### src/sv/assert_macros.svh
// assertion macros used by the rtl top level
`ifndef ASSERT_MACROS_SVH
`define ASSERT_MACROS_SVH

`ifndef ASSERT_OFF
`define ASSERT_IMPL(lbl, ck, rn, ante, cons) \
  lbl: assert property (@(posedge ck) disable iff (!(rn)) (ante) |-> (cons)) \
    else $error("assertion failed");
`define ASSERT_NEXT(lbl, ck, rn, ante, cons) \
  lbl: assert property (@(posedge ck) disable iff (!(rn)) (ante) |=> (cons)) \
    else $error("assertion failed");
`else
`define ASSERT_IMPL(lbl, ck, rn, ante, cons)
`define ASSERT_NEXT(lbl, ck, rn, ante, cons)
`endif

`endif

### src/sv/dll_pkg.sv
// types, codes and helpers of the linked list manager
package dll_pkg;

  localparam int MODE_W     = 3;
  localparam int LIST_IN_W  = 2;
  localparam int NODE_IN_W  = 6;
  localparam int NODE_OUT_W = 6;

  typedef enum logic [MODE_W-1:0] {
    MODE_CLEAR    = 3'd0,
    MODE_INS_TAIL = 3'd1,
    MODE_INS_HEAD = 3'd2,
    MODE_DELETE   = 3'd3,
    MODE_GET_HEAD = 3'd4,
    MODE_GET_TAIL = 3'd5
  } mode_t;

  typedef enum logic [1:0] {
    ST_OK       = 2'd0,
    ST_EMPTY    = 2'd1,
    ST_LINKED   = 2'd2,
    ST_UNLINKED = 2'd3
  } status_t;

  typedef struct packed {
    status_t                 status;
    logic [NODE_OUT_W-1:0]   node;
    logic                    empty;
  } res_t;

  function automatic res_t make_res(status_t s, logic [NODE_OUT_W-1:0] n, logic e);
    res_t r;
    r.status = s;
    r.node   = n;
    r.empty  = e;
    return r;
  endfunction

endpackage

### src/sv/dll_ram.sv
// generic simple dual port ram with registered read
module dll_ram #(
  parameter int WIDTH = 8,
  parameter int DEPTH = 16,
  parameter int AW    = (DEPTH > 1) ? $clog2(DEPTH) : 1
) (
  input  logic             clk,
  input  logic             we,
  input  logic [AW-1:0]    waddr,
  input  logic [WIDTH-1:0] wdata,
  input  logic [AW-1:0]    raddr,
  output logic [WIDTH-1:0] rdata
);

  logic [WIDTH-1:0] mem_r [DEPTH];
  logic [WIDTH-1:0] rdata_r;

  always_ff @(posedge clk) begin
    rdata_r <= mem_r[raddr];
    if (we) begin
      mem_r[waddr] <= wdata;
    end
  end

  assign rdata = rdata_r;

endmodule

### src/sv/dll_ctrl.sv
// sequencer over the node and list memories
module dll_ctrl #(
  parameter int NODE_COUNT = 64,
  parameter int LIST_COUNT = 4,
  parameter int NW = $clog2(NODE_COUNT),
  parameter int LW = (LIST_COUNT > 1) ? $clog2(LIST_COUNT) : 1
) (
  input  logic            clk,
  input  logic            rst_n,
  input  logic            start,
  input  dll_pkg::mode_t  cmd_mode,
  input  logic [LW-1:0]   cmd_list,
  input  logic [NW-1:0]   cmd_node,
  output logic            busy,
  output dll_pkg::res_t   res,
  output logic            res_valid
);
  import dll_pkg::*;

  localparam int PW = $clog2(NODE_COUNT + 1);
  localparam logic [PW-1:0] NIL = PW'(NODE_COUNT);
  localparam logic [NW-1:0] LAST_NODE = NW'(NODE_COUNT - 1);

  typedef struct packed {
    logic          linked;
    logic [LW-1:0] owner;
    logic [PW-1:0] prev;
    logic [PW-1:0] nxt;
  } node_t;

  typedef struct packed {
    logic [PW-1:0] head;
    logic [PW-1:0] tail;
  } lent_t;

  typedef enum logic [2:0] {
    S_INIT, S_IDLE, S_EXEC, S_LINK, S_DEL_P, S_DEL_Q, S_SWEEP
  } state_t;

  state_t          state_r, state_nxt;
  mode_t           mode_r, mode_nxt;
  logic [LW-1:0]   list_r, list_nxt;
  logic [NW-1:0]   node_r, node_nxt;
  logic [PW-1:0]   p_r, p_nxt;
  logic [PW-1:0]   q_r, q_nxt;
  logic [LW-1:0]   o_r, o_nxt;
  logic [PW-1:0]   nb_r, nb_nxt;
  logic            emp_r, emp_nxt;
  logic [PW-1:0]   cnt_r, cnt_nxt;
  logic [NW-1:0]   sw_addr_r, sw_addr_nxt;
  logic            sw_vld_r, sw_vld_nxt;
  logic [LIST_COUNT-1:0] lvld_r, lvld_nxt;
  res_t            res_r, res_nxt;
  logic            res_vld_r, res_vld_nxt;

  logic            nm_we;
  logic [NW-1:0]   nm_waddr, nm_raddr;
  node_t           nm_wdata, nm_rd;
  logic            lm_we;
  logic [LW-1:0]   lm_waddr, lm_raddr;
  lent_t           lm_wdata, lm_rd;

  logic [PW-1:0]   cur_head, cur_tail, get_ptr;
  logic [PW-1:0]   own_head, own_tail, new_head, new_tail;
  logic [PW-1:0]   node_ptr;

  dll_ram #(.WIDTH($bits(node_t)), .DEPTH(NODE_COUNT), .AW(NW)) u_node_ram (
    .clk   (clk),
    .we    (nm_we),
    .waddr (nm_waddr),
    .wdata (nm_wdata),
    .raddr (nm_raddr),
    .rdata (nm_rd)
  );

  dll_ram #(.WIDTH($bits(lent_t)), .DEPTH(LIST_COUNT), .AW(LW)) u_list_ram (
    .clk   (clk),
    .we    (lm_we),
    .waddr (lm_waddr),
    .wdata (lm_wdata),
    .raddr (lm_raddr),
    .rdata (lm_rd)
  );

  assign node_ptr = PW'(node_r);
  assign cur_head = lvld_r[list_r] ? lm_rd.head : NIL;
  assign cur_tail = lvld_r[list_r] ? lm_rd.tail : NIL;
  assign get_ptr  = (mode_r == MODE_GET_HEAD) ? cur_head : cur_tail;
  assign own_head = lvld_r[o_r] ? lm_rd.head : NIL;
  assign own_tail = lvld_r[o_r] ? lm_rd.tail : NIL;
  assign new_head = (p_r == NIL) ? q_r : own_head;
  assign new_tail = (q_r == NIL) ? p_r : own_tail;

  always_comb begin
    state_nxt   = state_r;
    mode_nxt    = mode_r;
    list_nxt    = list_r;
    node_nxt    = node_r;
    p_nxt       = p_r;
    q_nxt       = q_r;
    o_nxt       = o_r;
    nb_nxt      = nb_r;
    emp_nxt     = emp_r;
    cnt_nxt     = cnt_r;
    sw_addr_nxt = sw_addr_r;
    sw_vld_nxt  = sw_vld_r;
    lvld_nxt    = lvld_r;
    res_nxt     = res_r;
    res_vld_nxt = 1'b0;
    nm_we       = 1'b0;
    nm_waddr    = node_r;
    nm_wdata    = nm_rd;
    nm_raddr    = node_r;
    lm_we       = 1'b0;
    lm_waddr    = list_r;
    lm_wdata    = lm_rd;
    lm_raddr    = list_r;

    unique case (state_r)
      S_INIT: begin
        nm_we    = 1'b1;
        nm_waddr = cnt_r[NW-1:0];
        nm_wdata = '0;
        cnt_nxt  = cnt_r + 1'b1;
        if (cnt_r[NW-1:0] == LAST_NODE) begin
          cnt_nxt   = '0;
          state_nxt = S_IDLE;
        end
      end
      S_IDLE: begin
        nm_raddr = cmd_node;
        lm_raddr = cmd_list;
        if (start) begin
          mode_nxt  = cmd_mode;
          list_nxt  = cmd_list;
          node_nxt  = cmd_node;
          state_nxt = S_EXEC;
        end
      end
      S_EXEC: begin
        unique case (mode_r)
          MODE_CLEAR: begin
            lvld_nxt[list_r] = 1'b0;
            cnt_nxt          = '0;
            sw_vld_nxt       = 1'b0;
            state_nxt        = S_SWEEP;
          end
          MODE_INS_TAIL, MODE_INS_HEAD: begin
            if (nm_rd.linked) begin
              res_nxt     = make_res(ST_LINKED, '0, cur_head == NIL);
              res_vld_nxt = 1'b1;
              state_nxt   = S_IDLE;
            end else begin
              nm_we           = 1'b1;
              nm_wdata.linked = 1'b1;
              nm_wdata.owner  = list_r;
              lm_we           = 1'b1;
              lvld_nxt[list_r] = 1'b1;
              if (cur_head == NIL) begin
                nm_wdata.prev = NIL;
                nm_wdata.nxt  = NIL;
                lm_wdata.head = node_ptr;
                lm_wdata.tail = node_ptr;
                res_nxt       = make_res(ST_OK, '0, 1'b0);
                res_vld_nxt   = 1'b1;
                state_nxt     = S_IDLE;
              end else if (mode_r == MODE_INS_TAIL) begin
                nm_wdata.prev = cur_tail;
                nm_wdata.nxt  = NIL;
                lm_wdata.head = cur_head;
                lm_wdata.tail = node_ptr;
                nm_raddr      = cur_tail[NW-1:0];
                nb_nxt        = cur_tail;
                state_nxt     = S_LINK;
              end else begin
                nm_wdata.prev = NIL;
                nm_wdata.nxt  = cur_head;
                lm_wdata.head = node_ptr;
                lm_wdata.tail = cur_tail;
                nm_raddr      = cur_head[NW-1:0];
                nb_nxt        = cur_head;
                state_nxt     = S_LINK;
              end
            end
          end
          MODE_DELETE: begin
            if (!nm_rd.linked) begin
              res_nxt     = make_res(ST_UNLINKED, '0, 1'b0);
              res_vld_nxt = 1'b1;
              state_nxt   = S_IDLE;
            end else begin
              nm_we           = 1'b1;
              nm_wdata.linked = 1'b0;
              p_nxt           = nm_rd.prev;
              q_nxt           = nm_rd.nxt;
              o_nxt           = nm_rd.owner;
              nm_raddr        = nm_rd.prev[NW-1:0];
              lm_raddr        = nm_rd.owner;
              state_nxt       = S_DEL_P;
            end
          end
          MODE_GET_HEAD, MODE_GET_TAIL: begin
            if (get_ptr == NIL) begin
              res_nxt = make_res(ST_EMPTY, '0, 1'b1);
            end else begin
              res_nxt = make_res(ST_OK, NODE_OUT_W'(get_ptr), 1'b0);
            end
            res_vld_nxt = 1'b1;
            state_nxt   = S_IDLE;
          end
          default: begin
            res_nxt     = make_res(ST_OK, '0, cur_head == NIL);
            res_vld_nxt = 1'b1;
            state_nxt   = S_IDLE;
          end
        endcase
      end
      S_LINK: begin
        nm_we    = 1'b1;
        nm_waddr = nb_r[NW-1:0];
        if (mode_r == MODE_INS_TAIL) begin
          nm_wdata.nxt = node_ptr;
        end else begin
          nm_wdata.prev = node_ptr;
        end
        res_nxt     = make_res(ST_OK, '0, 1'b0);
        res_vld_nxt = 1'b1;
        state_nxt   = S_IDLE;
      end
      S_DEL_P: begin
        if (p_r != NIL) begin
          nm_we        = 1'b1;
          nm_waddr     = p_r[NW-1:0];
          nm_wdata.nxt = q_r;
        end
        nm_raddr = q_r[NW-1:0];
        if ((p_r == NIL) || (q_r == NIL)) begin
          lm_we         = 1'b1;
          lm_waddr      = o_r;
          lm_wdata.head = new_head;
          lm_wdata.tail = new_tail;
        end
        emp_nxt   = (new_head == NIL);
        state_nxt = S_DEL_Q;
      end
      S_DEL_Q: begin
        if (q_r != NIL) begin
          nm_we         = 1'b1;
          nm_waddr      = q_r[NW-1:0];
          nm_wdata.prev = p_r;
        end
        res_nxt     = make_res(ST_OK, '0, emp_r);
        res_vld_nxt = 1'b1;
        state_nxt   = S_IDLE;
      end
      S_SWEEP: begin
        nm_raddr = cnt_r[NW-1:0];
        if (sw_vld_r && nm_rd.linked && (nm_rd.owner == list_r)) begin
          nm_we           = 1'b1;
          nm_waddr        = sw_addr_r;
          nm_wdata.linked = 1'b0;
        end
        cnt_nxt     = cnt_r + 1'b1;
        sw_addr_nxt = cnt_r[NW-1:0];
        sw_vld_nxt  = 1'b1;
        if (sw_vld_r && (sw_addr_r == LAST_NODE)) begin
          res_nxt     = make_res(ST_OK, '0, 1'b1);
          res_vld_nxt = 1'b1;
          state_nxt   = S_IDLE;
        end
      end
      default: begin
        state_nxt = S_IDLE;
      end
    endcase
  end

  always_ff @(posedge clk) begin
    if (!rst_n) begin
      state_r   <= S_INIT;
      cnt_r     <= '0;
      sw_vld_r  <= 1'b0;
      lvld_r    <= '0;
      res_vld_r <= 1'b0;
    end else begin
      state_r   <= state_nxt;
      cnt_r     <= cnt_nxt;
      sw_vld_r  <= sw_vld_nxt;
      lvld_r    <= lvld_nxt;
      res_vld_r <= res_vld_nxt;
    end
    mode_r    <= mode_nxt;
    list_r    <= list_nxt;
    node_r    <= node_nxt;
    p_r       <= p_nxt;
    q_r       <= q_nxt;
    o_r       <= o_nxt;
    nb_r      <= nb_nxt;
    emp_r     <= emp_nxt;
    sw_addr_r <= sw_addr_nxt;
    res_r     <= res_nxt;
  end

  assign busy      = (state_r != S_IDLE);
  assign res       = res_r;
  assign res_valid = res_vld_r;

endmodule

### src/sv/doubly_linked_list_manager.sv
// top level of the doubly linked list manager
//
//  port group   direction  handshake                 word
//  in_*         in         start high, busy low      mode, list, node
//  out_*        out        out_valid for one cycle   status, node, empty
//
// after reset the node memory is swept clear with busy high
// get, misc and failed ops: accept, then exec registers the result
// insert: exec, then link if the list was not empty; delete: exec, del_p, del_q (node, prev neighbor, next neighbor)
// clear: exec, then a sweep that reads one node memory entry per cycle and unlinks the nodes of that list
// the node memory ports set these steps; results cannot be stalled
module doubly_linked_list_manager #(
  parameter int NODE_COUNT = 64,
  parameter int LIST_COUNT = 4
) (
  input  logic        clk,
  input  logic        rst_n,
  input  logic        start,
  output logic        busy,
  input  logic [2:0]  in_mode,
  input  logic [1:0]  in_list_id,
  input  logic [5:0]  in_node_index,
  output logic        out_valid,
  output logic [1:0]  out_status,
  output logic [5:0]  out_result_node,
  output logic        out_list_empty
);
  import dll_pkg::*;

  `include "assert_macros.svh"

  localparam int NW = $clog2(NODE_COUNT);
  localparam int LW = (LIST_COUNT > 1) ? $clog2(LIST_COUNT) : 1;

  logic [LW-1:0] cmd_list;
  logic [NW-1:0] cmd_node;
  res_t          res;

  function automatic logic [LW-1:0] list_mod(logic [LIST_IN_W-1:0] v);
    int r;
    r = int'(v);
    for (int k = LIST_IN_W - 1; k >= 0; k--) begin
      if (r >= (LIST_COUNT << k)) begin
        r = r - (LIST_COUNT << k);
      end
    end
    return LW'(r);
  endfunction

  function automatic logic [NW-1:0] node_mod(logic [NODE_IN_W-1:0] v);
    int r;
    r = int'(v);
    for (int k = NODE_IN_W - 1; k >= 0; k--) begin
      if (r >= (NODE_COUNT << k)) begin
        r = r - (NODE_COUNT << k);
      end
    end
    return NW'(r);
  endfunction

  assign cmd_list = list_mod(in_list_id);
  assign cmd_node = node_mod(in_node_index);

  dll_ctrl #(.NODE_COUNT(NODE_COUNT), .LIST_COUNT(LIST_COUNT), .NW(NW), .LW(LW)) u_ctrl (
    .clk       (clk),
    .rst_n     (rst_n),
    .start     (start),
    .cmd_mode  (mode_t'(in_mode)),
    .cmd_list  (cmd_list),
    .cmd_node  (cmd_node),
    .busy      (busy),
    .res       (res),
    .res_valid (out_valid)
  );

  assign out_status      = res.status;
  assign out_result_node = res.node;
  assign out_list_empty  = res.empty;

  `ASSERT_NEXT(a_accept_busy, clk, rst_n, start && !busy, busy)
  `ASSERT_IMPL(a_result_idle, clk, rst_n, out_valid, !busy)
  `ASSERT_NEXT(a_result_single, clk, rst_n, out_valid, !out_valid)

endmodule

### config.mk
export PLATFORM = sky130hd
export DESIGN_NAME = doubly_linked_list_manager
export DESIGN_NICKNAME = d
export VERILOG_FILES = /design/src/sv/dll_pkg.sv /design/src/sv/dll_ram.sv /design/src/sv/dll_ctrl.sv /design/src/sv/doubly_linked_list_manager.sv
export VERILOG_INCLUDE_DIRS = /design/src /design/src/sv
export SDC_FILE = /design/constraint.sdc
export NUM_CORES = 1
export LEC_CHECK = 0
export ABC_AREA = 1
export BUFFER_PORTS_ARGS = -buffer_cell sky130_fd_sc_hd__buf_2
export CAP_MARGIN = 15
export CORE_MARGIN = 4
export CORE_UTILIZATION = 34
export DETAILED_ROUTE_END_ITERATION = 7
export GPL_TIMING_DRIVEN = 1
export PLACE_DENSITY = 0.49
export SKIP_CTS_REPAIR_TIMING = 1
export SLEW_MARGIN = 40
export SYNTH_ARGS = -nofsm -noshare
export SYNTH_HDL_FRONTEND = slang
export SYNTH_HIERARCHICAL = 1
export SYNTH_SLANG_ARGS = --single-unit
### constraint.sdc
create_clock -name clk -period 3.5 [get_ports clk]
set_input_delay 0.35 -clock clk [delete_from_list [all_inputs] [get_ports clk]]
set_output_delay 0.35 -clock clk [all_outputs]
set_load 0.02 [all_outputs]
==> metrics.md <==
| Metric | Value |
|---|---|
| Hold EP | `u_ctrl/mode_r[1]$_DFFE_PP_` |
| Vias/cell | `5.16` |
| Startpoint Class | `flop` |
| Worst r2r dst | `u_ctrl/u_node_ram/rdata[6]$_DFF_P_` |
| Nets | `5,034` |
| IO Port Bufs | `24` |
| First-pass GRT wire length | `242,000 µm` |
| GRT Total Usage | `20.7%` |
| Most frequent cells after synthesis | `nand2_1 (1,662), edfxtp_1 (1,193), nand3_1 (1,015)` |
| Clock-pin slew on the worst setup and hold paths | `0.06 ns` |
| Max Slew Vio Count | `0` |
| Worst min path class | `primary input to flop` |
| Die Wd | `400 µm` |
| FF+latch count, synth | `1,239` |
| Worst path arrival time | `4.03 ns` |
| Leakage power | `0.0237 µW` |
| Yosys top cell by area | `edfxtp_1` |
| Worst r2r path cells | `22` |
| Pre-Repair DR Iteration Count | `6` |
| Clock skew | `0.0361 ns` |
| Run status | `finished, final reports clean` |
| Synth Net Count | `4,757` |
| Share of cells above drive strength 1 | `13.9%` |
| Largest net degree at the start of global routing | `81` |
| WHS Path Cells | `2` |
| Syn Inst Count | `4,742` |
| Area Overhead vs Synth | `20.7%` |
| Final hold vios | `0` |
| IO Count | `25` |
| Max IR drop VDD | `0.852 mV` |
| Top FF cell, synth | `edfxtp_1` |
| Hold Slack | `0.323 ns` |
| Post-synthesis sequential area ratio | `70.3%` |
| Reg2Reg Setup Slack | `0.12 ns` |
| CP max stage cell | `edfxtp_1` |
| Minimum clock period after layout | `3.38 ns` |
| Most numerous cell in the Yosys netlist | `nand2_1` |
| Remaining DRCs | `0` |
| Die height | `400 µm` |
| Vias in the first global route | `34,600` |
| Fillers | `14,400` |
| Hold wc startpoint | `in_mode[1]` |
| Sw Ratio | `41.7%` |
| CTS tree | `done` |
| Psw | `25,900 µW` |
| Yosys top cell area share | `68.6%` |
| Met1 Track Usage GR | `30.0%` |
| Worst Path Required | `4.15 ns` |
| FF-to-FF Start | `u_ctrl/mode_r[1]$_DFFE_PP_` |
| Total global routing overflow | `0` |
| Die Area | `160,000 µm²` |
| Slew at the pin closest to its max-slew limit | `0.735 ns` |
| Clk pwr share | `22.3%` |
| Final worst path period share | `96.7%` |
| Comb power frac | `44.3%` |
| Slew headroom | `50.5%` |
| Yosys cell types | `48` |
| Clock root buffer | `clkbuf_16` |
| Setup_tns | `0 ns` |
| H-tree Lvls | `4` |
| F_max | `296 MHz` |
| Worst Setup Path Type | `flop to flop` |
| DRT Wirelength | `170,000 µm` |
| CP top delay family | `simple AND/OR/NAND/NOR gates` |
| CP Buf/Inv Count | `6` |
| Initial DRC Count | `3,580` |
| Setup Viol. Count Final | `0` |
| Grt met2 use | `32.3%` |
| Number of CTS-inserted buffers | `138` |
| Initial Util | `34.3%` |
| Core Footprint | `152,000 µm²` |
| Critical-path cell list | `nor3_4 > inv_2 > nand3_1 > o21ai_2 > nand3_1 > nand2_1 > inv_1 > nand2_1 > nand2_1 > nand3_4 > buf_4 > buf_16 > buf_4 > clkbuf_16 > nand2_1 > nand3_1 > nand3_1 > nand2_1 > nand2_1 > nand3_1 > nand3_1 > nand2_1` |
| Reg power frac | `33.4%` |
| HPWL Detailed | `103,000 µm` |
| CP endpoint kind | `flop` |
| Max incr delay on CP | `0.49 ns` |
| Vias | `36,900` |
| MaxCap Viol Count | `0` |
| GRT Max-Usage Layer | `met2` |
| Site Rows | `143` |
| Max Buffers Root-to-Sink | `3` |
| Synth Area per Inst | `11.0 µm²` |
| Top cells by area, synth | `edfxtp_1 (69%), nand2_1 (12%), nand3_1 (9.7%)` |
| Clock Latency Late Sink | `0.78 ns` |
| Netlist Area Pre-Place | `52,200 µm²` |
| CP max FO | `28` |
| Initial antenna violation count | `6` |
| Clock sinks | `1,239` |
| Synth warn | `6` |
| Met3 Track Usage GR | `3.02%` |
| ANT nets after route | `0` |
| Internal Power | `36,100 µW` |
| Most frequent CP cell | `nand2_1` |
| Post-synth EDFFs | `1,193` |
| Power density cells | `983 nW/µm²` |
| Drt wl/cell | `23.7 µm` |
| Placer congestion estimate | `0.926` |
| Async SR Flop Fraction | `0%` |
==> worst max-delay path by stage <==
stage | start | endpoint | slack, ns | depth (start not counted)
6_report | u_ctrl/mode_r[1]$_DFFE_PP_ | u_ctrl/u_node_ram/rdata[6]$_DFF_P_ | 0.12 | 22
4_1_cts | u_ctrl/list_r[0]$_DFFE_PP_ | u_ctrl/u_node_ram/rdata[9]$_DFF_P_ | -0.30 | 22
3_5_place_dp | u_ctrl/list_r[0]$_DFFE_PP_ | u_ctrl/u_node_ram/rdata[9]$_DFF_P_ | -0.30 | 22
2_1_floorplan | u_ctrl/state_r[0]$_SDFFE_PN0P_ | u_ctrl/u_node_ram/mem_r[0][16]$_DFFE_PP_ | 0.002 | 6
3_3_place_gp | u_ctrl/list_r[0]$_DFFE_PP_ | u_ctrl/u_node_ram/rdata[9]$_DFF_P_ | -0.29 | 22
5_1_grt | u_ctrl/mode_r[1]$_DFFE_PP_ | u_ctrl/u_node_ram/rdata[16]$_DFF_P_ | -0.02 | 22
==> layer usage <==
layer / part of all wire (%) / wire length (µm)
met5: 0 / 0
met4: 2.4 / 4110
met3: 6.8 / 11600
met2: 46 / 78000
met1: 45 / 75900
==> sequential cells by signal (all words and copies together), names as in the netlist, 6 cells and up, named ones only <==
| name | flops |
|---|---|
| u_ctrl/u_node_ram/mem_r | 1088 |
| u_ctrl/u_list_ram/mem_r | 56 |
| u_ctrl/u_node_ram/rdata | 17 |
| u_ctrl/u_list_ram/rdata | 14 |
| u_ctrl/res | 9 |
| u_ctrl/p_r | 7 |
| u_ctrl/q_r | 7 |
| u_ctrl/cnt_r | 6 |
| u_ctrl/nb_r | 6 |
| u_ctrl/node_r | 6 |
| u_ctrl/sw_addr_r | 6 |
==> cells in the final DEF, fill, tap and decap left out, types with 4 or more instances in the layout <==
cell type | netlist | routed
nor2_1 | 119 | 72
buf_2 | 126 | 24
nand2_2 | 11 | 17
nor3_4 | 1 | 6
buf_4 | 24 | 216
buf_6 | 23 | 5
o22ai_1 | 14 | 12
inv_1 | 172 | 171
nor3_2 | 2 | 8
nand3_2 | 1 | 13
buf_16 | 0 | 12
o21ai_1 | 7 | 7
inv_2 | 16 | 14
nand3_1 | 1015 | 995
inv_6 | 0 | 6
nand4_1 | 7 | 7
a31oi_1 | 5 | 5
nor2_2 | 5 | 52
a221oi_1 | 5 | 4
nand3_4 | 1 | 9
dlygate4sd3_1 | 0 | 13
o211ai_1 | 14 | 14
bufinv_16 | 0 | 6
a21oi_4 | 0 | 8
nor3_1 | 23 | 12
clkinv_8 | 0 | 5
nand2_1 | 1662 | 1656
edfxtp_1 | 1193 | 1193
a211oi_1 | 6 | 6
clkbuf_1 | 54 | 42
a21oi_1 | 59 | 51
clkinv_1 | 3 | 27
clkbuf_16 | 0 | 152
clkinv_2 | 0 | 18
nor2_4 | 4 | 4
dfxtp_1 | 46 | 45
buf_12 | 1 | 115
a22oi_1 | 6 | 4
o21ai_0 | 58 | 56
==> power groups by stage <==
stage          clock network (µW)  logic (µW)  registers, µW
6_report                    13800       27500          20700
5_1_grt                     14800       29500          20800
4_1_cts                     14100       26200          20700
3_5_place_dp                    0       26100          21000
3_3_place_gp                    0       26000          21000
2_1_floorplan                   0       13400          20900
==> cell families after synthesis <==
kind of cell               Yosys count  synth area share (%)
buffers and inverters              453                  4.11
adders and majority gates            1                0.0239
AOI/OAI and AO/OA                  185                  2.07
and+or+nand+nor                   2861                  23.4
DFF                               1239                  70.3
xor gates and xnor gates             3                0.0503
==> area by class of cell <==
class / count / area [µm²] / area share (%)
clock buffer: 184 / 3690 / 5.85
clock inverter: 61 / 557 / 0.883
tap: 2030 / 2540 / 4.03
sequential: 1239 / 36700 / 58.3
timing repair buffer: 398 / 4880 / 7.73
antenna: 2 / 5.00 / 0.00793
inverter: 191 / 761 / 1.21
multi-input combinational: 3051 / 13900 / 22.0
==> through the flow <==
step                      worst slack (ns)  instance area [µm²]  total power (µW)  util [%]  std cells
after CTS                           -0.300                62100             61000      40.8       7104
final                                0.116                63100             62000      41.4       7156
after global routing               -0.0208                63100             65100      41.4       7154
after global placement              -0.286                57900             47000      38.0       6859
after detailed placement            -0.302                57900             47100      38.0       6859
after floorplan                    0.00159                52300             34400         -       4742
==> worst reg2reg max path, cell delays in order, from the launching register on <==
cell and delay, ns:
edfxtp_1 0.49, nor3_4 0.28, inv_2 0.13, nand3_1 0.15, o21ai_2 0.09, nand3_1 0.09, nand2_1 0.05, inv_1 0.05
nand2_1 0.06, nand2_1 0.12, nand3_4 0.10, buf_4 0.18, buf_16 0.15, buf_4 0.19, clkbuf_16 0.20, nand2_1 0.09
nand3_1 0.07, nand3_1 0.11, nand2_1 0.16, nand2_1 0.18, nand3_1 0.16, nand3_1 0.14, nand2_1 0.05
(Power assumes the default switching activity.)
